[config.mk]
export PLATFORM = sky130hd
export DESIGN_NAME = lidar_frame_parser
export DESIGN_NICKNAME = d
export VERILOG_FILES = /design/src/hdl/lfp_pkg.sv /design/src/hdl/lidar_frame_parser.sv /design/src/hdl/lfp_cfg_regs.sv /design/src/hdl/lfp_collect.sv /design/src/hdl/lfp_check.sv
export SDC_FILE = /design/constraint.sdc
export NUM_CORES = 1
export LEC_CHECK = 0
export BUFFER_PORTS_ARGS = -buffer_cell sky130_fd_sc_hd__buf_2
export CAP_MARGIN = 20
export CORE_MARGIN = 2
export CORE_UTILIZATION = 47
export DETAILED_ROUTE_END_ITERATION = 12
export MAX_ROUTING_LAYER = met4
export PLACE_DENSITY = 0.68
export RECOVER_POWER = 50
export REMOVE_ABC_BUFFERS = 1
export SLEW_MARGIN = 5
export SYNTH_ARGS = -nofsm -noshare
export SYNTH_HDL_FRONTEND = slang
export SYNTH_SLANG_ARGS = --single-unit
[constraint.sdc]
create_clock -name clk -period 5.3 [get_ports clk]
set_input_delay 1.325 -clock clk [delete_from_list [all_inputs] [get_ports clk]]
set_output_delay 1.325 -clock clk [all_outputs]
set_load 0.03 [all_outputs]
[src/hdl/lfp_pkg.sv]
// Shared types and constants for the rangefinder frame parser.
// Used by every module under hdl/; depends on nothing else.

package lfp_pkg;

	localparam int ByteW = 8;
	localparam int WordW = 16;
	localparam int TempW = 17;
	localparam int PosW = 4;
	localparam int CfgIdxW = 2;

	localparam logic [ByteW-1:0] HEADER_BYTE = 8'h59;
	localparam logic [WordW-1:0] AMP_SATURATED = 16'hFFFF;
	localparam logic [TempW-1:0] TEMP_OFFSET = 17'd2048;

	// Byte positions within a frame, counted as bytes taken so far.
	localparam logic [PosW-1:0] POS_HUNT = 4'd0;
	localparam logic [PosW-1:0] POS_HDR2 = 4'd1;
	localparam logic [PosW-1:0] POS_DIST_LO = 4'd2;
	localparam logic [PosW-1:0] POS_DIST_HI = 4'd3;
	localparam logic [PosW-1:0] POS_AMP_LO = 4'd4;
	localparam logic [PosW-1:0] POS_AMP_HI = 4'd5;
	localparam logic [PosW-1:0] POS_TEMP_LO = 4'd6;
	localparam logic [PosW-1:0] POS_TEMP_HI = 4'd7;
	localparam logic [PosW-1:0] POS_CSUM = 4'd8;

	// Configuration register indexes.
	localparam logic [CfgIdxW-1:0] CFG_MIN_AMP = 2'd0;
	localparam logic [CfgIdxW-1:0] CFG_MIN_DIST = 2'd1;
	localparam logic [CfgIdxW-1:0] CFG_MAX_DIST = 2'd2;

	localparam logic [WordW-1:0] MIN_AMP_RESET = 16'd100;
	localparam logic [WordW-1:0] MIN_DIST_RESET = 16'd10;
	localparam logic [WordW-1:0] MAX_DIST_RESET = 16'd800;

	typedef struct packed {
		logic [WordW-1:0] dist_cm;
		logic [WordW-1:0] amp;
		logic [WordW-1:0] traw;
	} lfp_frame_t;

	typedef struct packed {
		logic [WordW-1:0] min_amp;
		logic [WordW-1:0] min_dist;
		logic [WordW-1:0] max_dist;
	} lfp_limits_t;

endpackage

[src/hdl/lidar_frame_parser.sv]
// Top level of the rangefinder frame parser: configuration registers, byte
// collector and result stage. Depends on lfp_pkg, lfp_cfg_regs, lfp_collect, lfp_check.
//
// Channel  Direction  Handshake             Payload
// in       sink       in_valid / in_stall   data_byte
// out      source     out_valid / out_stall distance_cm, reading_valid, temperature_eighths
// cfg      sink       cfg_valid / cfg_ready cfg_index, cfg_data
//
// One byte is taken per cycle while in_stall is low. A good frame passes, after
// the transfer of its checksum byte, through the frame register and then the
// result register to the output. Reset clears the byte position and both valid
// flags and loads the default limits. The input stalls only while a finished
// frame and an earlier result are both held and the output is stalled.

module lidar_frame_parser
	import lfp_pkg::*;
(
	input  logic                    clk,
	input  logic                    arst_n,
	input  logic                    in_valid,
	output logic                    in_stall,
	input  logic [ByteW-1:0]        data_byte,
	output logic                    out_valid,
	input  logic                    out_stall,
	output logic [WordW-1:0]        distance_cm,
	output logic                    reading_valid,
	output logic signed [TempW-1:0] temperature_eighths,
	input  logic                    cfg_valid,
	output logic                    cfg_ready,
	input  logic [CfgIdxW-1:0]      cfg_index,
	input  logic [WordW-1:0]        cfg_data
);

	lfp_limits_t limits;
	lfp_frame_t  frame_s1;
	logic        frame_valid_s1;
	logic        frame_take;
	logic        byte_take;

	assign in_stall = frame_valid_s1 && !frame_take;
	assign byte_take = in_valid && !in_stall;

	lfp_cfg_regs u_cfg (
		.clk       (clk),
		.arst_n    (arst_n),
		.cfg_valid (cfg_valid),
		.cfg_ready (cfg_ready),
		.cfg_index (cfg_index),
		.cfg_data  (cfg_data),
		.limits    (limits)
	);

	lfp_collect u_collect (
		.clk            (clk),
		.arst_n         (arst_n),
		.byte_take      (byte_take),
		.data_byte      (data_byte),
		.frame_take     (frame_take),
		.frame_valid_s1 (frame_valid_s1),
		.frame_s1       (frame_s1)
	);

	lfp_check u_check (
		.clk                 (clk),
		.arst_n              (arst_n),
		.frame_valid_s1      (frame_valid_s1),
		.frame_s1            (frame_s1),
		.limits              (limits),
		.frame_take          (frame_take),
		.out_valid           (out_valid),
		.out_stall           (out_stall),
		.distance_cm         (distance_cm),
		.reading_valid       (reading_valid),
		.temperature_eighths (temperature_eighths)
	);

endmodule

[src/hdl/lfp_cfg_regs.sv]
// Configuration registers for the frame parser: amplitude and distance limits.
// Depends on lfp_pkg.

module lfp_cfg_regs
	import lfp_pkg::*;
(
	input  logic               clk,
	input  logic               arst_n,
	input  logic               cfg_valid,
	output logic               cfg_ready,
	input  logic [CfgIdxW-1:0] cfg_index,
	input  logic [WordW-1:0]   cfg_data,
	output lfp_limits_t        limits
);

	lfp_limits_t limits_q;

	assign cfg_ready = 1'b1;
	assign limits = limits_q;

	always_ff @(posedge clk or negedge arst_n) begin
		if (!arst_n) begin
			limits_q.min_amp <= MIN_AMP_RESET;
			limits_q.min_dist <= MIN_DIST_RESET;
			limits_q.max_dist <= MAX_DIST_RESET;
		end else if (cfg_valid && cfg_ready) begin
			// An index past the last register is ignored.
			unique case (cfg_index)
				CFG_MIN_AMP: limits_q.min_amp <= cfg_data;
				CFG_MIN_DIST: limits_q.min_dist <= cfg_data;
				CFG_MAX_DIST: limits_q.max_dist <= cfg_data;
				default: ;
			endcase
		end
	end

endmodule

[src/hdl/lfp_collect.sv]
// Byte collector: header hunt, byte position counter, running checksum and
// frame field capture. Depends on lfp_pkg.

module lfp_collect
	import lfp_pkg::*;
(
	input  logic             clk,
	input  logic             arst_n,
	input  logic             byte_take,
	input  logic [ByteW-1:0] data_byte,
	input  logic             frame_take,
	output logic             frame_valid_s1,
	output lfp_frame_t       frame_s1
);

	logic [PosW-1:0]  pos_q;
	logic [PosW-1:0]  pos_next;
	logic [ByteW-1:0] sum_q;
	logic [ByteW-1:0] sum_next;
	logic [ByteW-1:0] dist_lo_q;
	logic [ByteW-1:0] dist_hi_q;
	logic [ByteW-1:0] amp_lo_q;
	logic [ByteW-1:0] amp_hi_q;
	logic [ByteW-1:0] temp_lo_q;
	logic [ByteW-1:0] temp_hi_q;
	logic             frame_done;

	// The running sum covers bytes 0 to 7, so the checksum byte is simply
	// compared against it when it arrives.
	always_comb begin
		pos_next = POS_HUNT;
		sum_next = sum_q;
		frame_done = 1'b0;
		case (pos_q) inside
			POS_HDR2: begin
				if (data_byte == HEADER_BYTE) begin
					pos_next = POS_DIST_LO;
					sum_next = sum_q + data_byte;
				end
			end
			[POS_DIST_LO:POS_TEMP_HI]: begin
				pos_next = pos_q + 4'd1;
				sum_next = sum_q + data_byte;
			end
			POS_CSUM: begin
				frame_done = (sum_q == data_byte);
			end
			default: begin
				// Hunting, including positions that cannot normally occur.
				if (data_byte == HEADER_BYTE) begin
					pos_next = POS_HDR2;
					sum_next = data_byte;
				end
			end
		endcase
	end

	always_ff @(posedge clk or negedge arst_n) begin
		if (!arst_n) begin
			pos_q <= POS_HUNT;
			frame_valid_s1 <= 1'b0;
		end else begin
			if (byte_take) begin
				pos_q <= pos_next;
			end
			if (byte_take && frame_done) begin
				frame_valid_s1 <= 1'b1;
			end else if (frame_take) begin
				frame_valid_s1 <= 1'b0;
			end
		end
	end

	always_ff @(posedge clk) begin
		if (byte_take) begin
			sum_q <= sum_next;
			case (pos_q)
				POS_DIST_LO: dist_lo_q <= data_byte;
				POS_DIST_HI: dist_hi_q <= data_byte;
				POS_AMP_LO: amp_lo_q <= data_byte;
				POS_AMP_HI: amp_hi_q <= data_byte;
				POS_TEMP_LO: temp_lo_q <= data_byte;
				POS_TEMP_HI: temp_hi_q <= data_byte;
				default: ;
			endcase
			if (frame_done) begin
				frame_s1.dist_cm <= {dist_hi_q, dist_lo_q};
				frame_s1.amp <= {amp_hi_q, amp_lo_q};
				frame_s1.traw <= {temp_hi_q, temp_lo_q};
			end
		end
	end

endmodule

[src/hdl/lfp_check.sv]
// Limit checks, temperature offset and the result register with its
// handshake. Depends on lfp_pkg.

module lfp_check
	import lfp_pkg::*;
(
	input  logic                    clk,
	input  logic                    arst_n,
	input  logic                    frame_valid_s1,
	input  lfp_frame_t              frame_s1,
	input  lfp_limits_t             limits,
	output logic                    frame_take,
	output logic                    out_valid,
	input  logic                    out_stall,
	output logic [WordW-1:0]        distance_cm,
	output logic                    reading_valid,
	output logic signed [TempW-1:0] temperature_eighths
);

	logic                    out_valid_q;
	logic [WordW-1:0]        dist_q;
	logic                    ok_q;
	logic signed [TempW-1:0] temp_q;
	logic                    ok;
	logic [TempW-1:0]        temp;

	assign ok = (frame_s1.amp >= limits.min_amp) && (frame_s1.amp != AMP_SATURATED) &&
		(frame_s1.dist_cm >= limits.min_dist) && (frame_s1.dist_cm <= limits.max_dist);
	assign temp = {1'b0, frame_s1.traw} - TEMP_OFFSET;

	// The frame moves on whenever the result register is empty or being read.
	assign frame_take = frame_valid_s1 && !(out_valid_q && out_stall);

	always_ff @(posedge clk or negedge arst_n) begin
		if (!arst_n) begin
			out_valid_q <= 1'b0;
		end else if (frame_take) begin
			out_valid_q <= 1'b1;
		end else if (!out_stall) begin
			out_valid_q <= 1'b0;
		end
	end

	always_ff @(posedge clk) begin
		if (frame_take) begin
			dist_q <= frame_s1.dist_cm;
			ok_q <= ok;
			temp_q <= signed'(temp);
		end
	end

	assign out_valid = out_valid_q;
	assign distance_cm = dist_q;
	assign reading_valid = ok_q;
	assign temperature_eighths = temp_q;

endmodule
Word-level counts from Yosys, hierarchy flattened
Cells that the tools add are included.

word-level totals
  register bits = 192
  bits in latches = 0
  memory bits (writable) = 0
  bits in read-only memories = 0
  input bits = 31
  output and inout bits = 37
  logic and storage cells = 86
  memories kept = 0

operators by class
  $add $sub $neg = 3
  $mul = 0
  divide/modulo/power cells = 0
  magnitude comparators = 5
  eq/ne operators = 16
  shift-type cells = 0
  muxes and demuxes = 17
  bitwise logic cells = 0
  reduce and logical (&&, ||, !) cells = 26

operators with widths
  kind                    number
  $mux 8                  5
  $ge 16x16->1            2
  $reduce_and 2->1        10
  $sub 16x12->17 const B  1
  $eq 4x3->1 const B      4
  $le 16x16->1            1
  $ne 16x16->1 const B    1
  $mux 4                  3
  $logic_and 1x1->1       9
  $add 8x8->8             1
  $eq 4x2->1 const B      2
  $eq 8x7->1 const B      1
  $eq 8x8->1              1
  $mux 1                  8
  $add 4x1->4 const B     1
  $eq 4x1->1 const B      1
  $eq 4x4->1 const B      1
  $ge 4x2->1 const B      1
  $le 4x3->1 const B      1
  $reduce_and 4->1        1
  $logic_not 1->1         3
  $ne 3x1->1 const B      1
  $reduce_bool 3->1       1
  $eq 2x1->1 const B      1
  other kinds (6)         6

Depth between registers and ports, before layout
  depth after elaboration = 9
  gate-level depth with buffers = 9
  depth with buffers taken out = 9

Cells and area by module
Synthesis repeated with hierarchy kept, for this count alone.

unflattened totals
  cell total of the unflattened synthesis = 531
  area, all modules = 8,184.1 um2

modules (own cells, without submodules)
  module              times used  cells each  area each (um2)  sequential area each (um2)
  lfp_collect         1           212         3,982.6          3,248.1
  lfp_check           1           213         2,342.2          1,046.0
  lfp_cfg_regs        1           104         1,836.8          1,211.2
  lidar_frame_parser  1           2           22.5             0.0

Worst setup path after synthesis
No wires, ideal clock.

  kind = input to register
  start = in data_byte[2]
  end = reg u_collect.frame_s1[0] (netlist name)
  library setup time = 515 ps
  arrival time = 5,337 ps
  required time = 4,785 ps
  slack = -551 ps
  stages on the path = 4
  buffers on the path = 0
  path through = ha_1 nor4_1 nand2_1 nor3_1

on the way
  longest elaborated chain between the ends = 5

RTL lines
  what                        line                      source
  start, declared             lidar_frame_parser.sv:22  input logic [ByteW-1:0] data_byte,
  $eq 8x8->1                  lfp_collect.sv:46         frame_done = (sum_q == data_byte);
  $mux 1 (3 in series)        lfp_collect.sv:34         case (pos_q) inside
  $reduce_and 2->1 (no line)  n/a

No other way between the ends.
A chain may end at the register's enable or synchronous reset.

Worst setup path after layout
  start = in out_stall
  end = out in_stall

on the way
  longest elaborated chain between the ends = 5

RTL lines
  what               line                      source
  start, declared    lidar_frame_parser.sv:24  input logic out_stall,
  $logic_and 1x1->1  lfp_check.sv:32           assign frame_take = frame_valid_s1 && !(out_valid_q && out_stall);
  $logic_not 1->1    lfp_check.sv:32
  $logic_and 1x1->1  lfp_check.sv:32
  $logic_not 1->1    lidar_frame_parser.sv:40  assign in_stall = frame_valid_s1 && !frame_take;
  $logic_and 1x1->1  lidar_frame_parser.sv:40
  end, declared      lidar_frame_parser.sv:21  output logic in_stall,

No other way between the ends.

==> impl_metrics.ini <==
[sta]
setup_violations = 0
slew_violations = 35
hold_violations = 0
skew_ns = 0.00934
slew_headroom = -0.358
period_share = 0.615
fin_crit_ns = 3.26
holdWs_ns = 0.421
tightest_slew_ns = 2.04
rsz0062_at_grt = no
max_clock_freq_mhz = 307
worst_slack_ns = 2.04

[place]
place.gp.congestion = 0.870
hpwl_mm = 10.7
port_buffers = 66
place_ws_ns = 1.94

[yosys]
synth-edff-count = 138
syn-instance-count = 548
syn_area_per_cell_sq_um = 14.7
synth-main-ff-cell = edfxtp_1
yosysSeqAreaShare = 0.683
synth.distinct_cells = 51
ys_async_sr_fraction = 0.281
ys_ff_latch = 192
syn_area_sq_mm = 0.00806
yosys_warnings = 0

[power]
switching_share = 0.239
total_leakage_power_nw = 3.72
cellPowerDensity_mw_per_mm2 = 352
seqPwrFrac = 0.523
power.share.clock = 0.390
internal-power_mw = 2.48
pwr-share-comb = 0.087
ir_drop_v = 0.000327
p_switching_mw = 0.780

[grt]
grt.total_usage = 0.182
grt.overflow.total = 0
first_global_vias = 4732
grt_pass1_wl_mm = 24.3
antenna_found_initial = 0
grt_start_max_net_pins = 55

[clock_tree]
cts_root_buffer = clkbuf_16
cts_max_path_buffers = 2
cts_tree = yes
clock_latency_ns = 0.43
path_clk_slew_ns = 0.07
clock-sinks = 192
h-tree-depth = 4
cts_resized = 0
hold_buffers = 0
cts_setup_buffers = 0
cts_buffers = 17

[worst_hold_path]
hold_path.class = register to register

[drt]
wirelength_mm = 14.9
wl_per_cell_microns = 17.2
first_pass_iters = 5
vias_per_cell = 5.20
drc = 0
antenna_left = 0
num_vias = 4504
drtIter0Drc = 259

[die]
std_cell_rows = 47
die_area_sq_mm = 0.0182
fp.coreArea_sq_mm = 0.0166
io_pins = 68
die_x_microns = 135
start_util = 0.484
dieHeight_microns = 135

[job]
maxCapViolations = 1

[critical_path]
path_class = primary input to output pin
crit_path_start_kind = primary input
endpoint_kind = output pin
cp_data_required_time_ns = 3.97
worst_ep_arrival_time_ns = 1.94
cp_max_fo = 3

[layout]
areaGrowthSynthToFinish_pct = 15.1
nets = 725
antenna_cells = 0
final_layout_size_suffix_gt1_frac = 0.220

[status]
violations = max-capacitance violations, max-slew violations
status = finished with violations
==> power by group through the flow <==
stage / clock (mW) / sequential [mW] / combinational [mW]
final: 1.27 / 1.71 / 0.285
after global routing: 1.35 / 1.71 / 0.333
after CTS: 1.29 / 1.70 / 0.291
after detailed placement: 0 / 1.74 / 0.288
after global placement: 0 / 1.73 / 0.275
after floorplan: 0 / 1.73 / 0.201
==> layer usage <==
| layer | vias to the layer above | part of all wire | global-route usage |
|---|---|---|---|
| met2 | 82 | 0.50 | 0.301 |
| li1 | 2186 | - | - |
| met3 | 18 | 0.032 | 0.0435 |
| met5 | - | 0 | - |
| met4 | 0 | 0.016 | 0.0567 |
| met1 | 2218 | 0.45 | 0.223 |
==> cells in the final DEF (no fill, tap or decap), types with 10 or more instances in the layout <==
cell and instances:
ha_1 60, inv_1 59, buf_2 56, dfrtp_1 46
clkbuf_1 13, nand2_1 28, clkbuf_16 17, a21oi_1 21
mux2_2 33, nand4_1 13, nor2_1 13, edfxtp_1 138
nor3_1 10, o21ai_0 28
==> metrics by stage <==
stage | TNS, ns | total power [mW] | instances | area [sq um] | util
5_1_grt | 0 | 3.40 | 866 | 9280 | 0.557
4_1_cts | 0 | 3.29 | 865 | 9290 | 0.558
3_5_place_dp | 0 | 2.02 | 833 | 8700 | 0.523
6_report | 0 | 3.26 | 866 | 9280 | 0.557
2_1_floorplan | -26.87 | 1.93 | 540 | 8020 | -
3_3_place_gp | 0 | 2.01 | 833 | 8700 | 0.523
==> worst paths after layout <==
kind / from / end / slack, ns / depth (start not counted)
worst max-delay path: out_stall / in_stall / 2.04 / 3
worst min-delay path: u_collect.dist_hi_q[5] / u_collect.frame_s1[45] / 0.42 / 0
worst max register to register: u_check.out_valid / u_check.temperature_eighths[1] / 2.84 / 2
worst min register to register: u_collect.dist_hi_q[5] / u_collect.frame_s1[45] / 0.42 / 0
max in group asynchronous: arst_n / u_cfg.limits[44] / 3.76 / 2
min in group asynchronous: arst_n / u_check.out_valid / 1.03 / 2
==> critical path, stage by stage <==
cell      delay, ns
clkbuf_1       0.17
and3_1         0.23
buf_2          0.21
==> cells in the mapped netlist (5+ instances only) <==
master    instances  area share
edfxtp_1        138        0.51
dfrtp_1          46        0.14
inv_1            59       0.027
o21ai_0          26       0.016
nor3b_1           6      0.0056
nand4_1          13       0.010
a21o_1            9      0.0084
clkbuf_1          6      0.0028
a21oi_1          21       0.013
dfstp_2           8       0.026
xor2_1            5      0.0054
nor2_1           13      0.0061
ha_1             60       0.093
nor3_1           11      0.0068
mux2_2           33       0.046
o21ai_1           6      0.0037
nand2_1          28       0.013
==> state kept, by name (all words and copies together), names as in the netlist <==
signal and count:
u_check.reading_valid 1, u_check.distance_cm 16, u_collect.dist_lo_q 8, u_collect.temp_lo_q 8
u_cfg.limits 48, u_collect.frame_s1 48, u_check.out_valid 1, u_collect.temp_hi_q 8
u_check.temperature_eighths 17, u_collect.dist_hi_q 8, u_collect.sum_q 8, u_collect.pos_q 4
u_collect.amp_hi_q 8, u_collect.amp_lo_q 8, u_collect.frame_valid_s1 1
==> cell families (layout without fill, tap and decap cells) <==
family	Yosys count	after routing	share of synthesized area
xor+xnor	7	7	0.00761
other cells	1	1	0.000465
buf+inv	67	165	0.0318
compound gates	83	83	0.0655
mux	33	33	0.0461
fa+ha+maj	61	61	0.0957
simple gates	104	104	0.0696
flops	192	192	0.683
==> cell type report <==
| type | instances | area (sq um) |
|---|---|---|
| Clock buffer | 18 | 429 |
| Multi-Input combinational cell | 289 | 2310 |
| Inverter | 59 | 221 |
| Sequential cell | 192 | 5510 |
| Clock inverter | 14 | 163 |
| Fill cell | 1309 | 7370 |
| Tap cell | 220 | 275 |
| Timing Repair Buffer | 74 | 370 |
No activity file was read; power rests on OpenSTA's default activity.
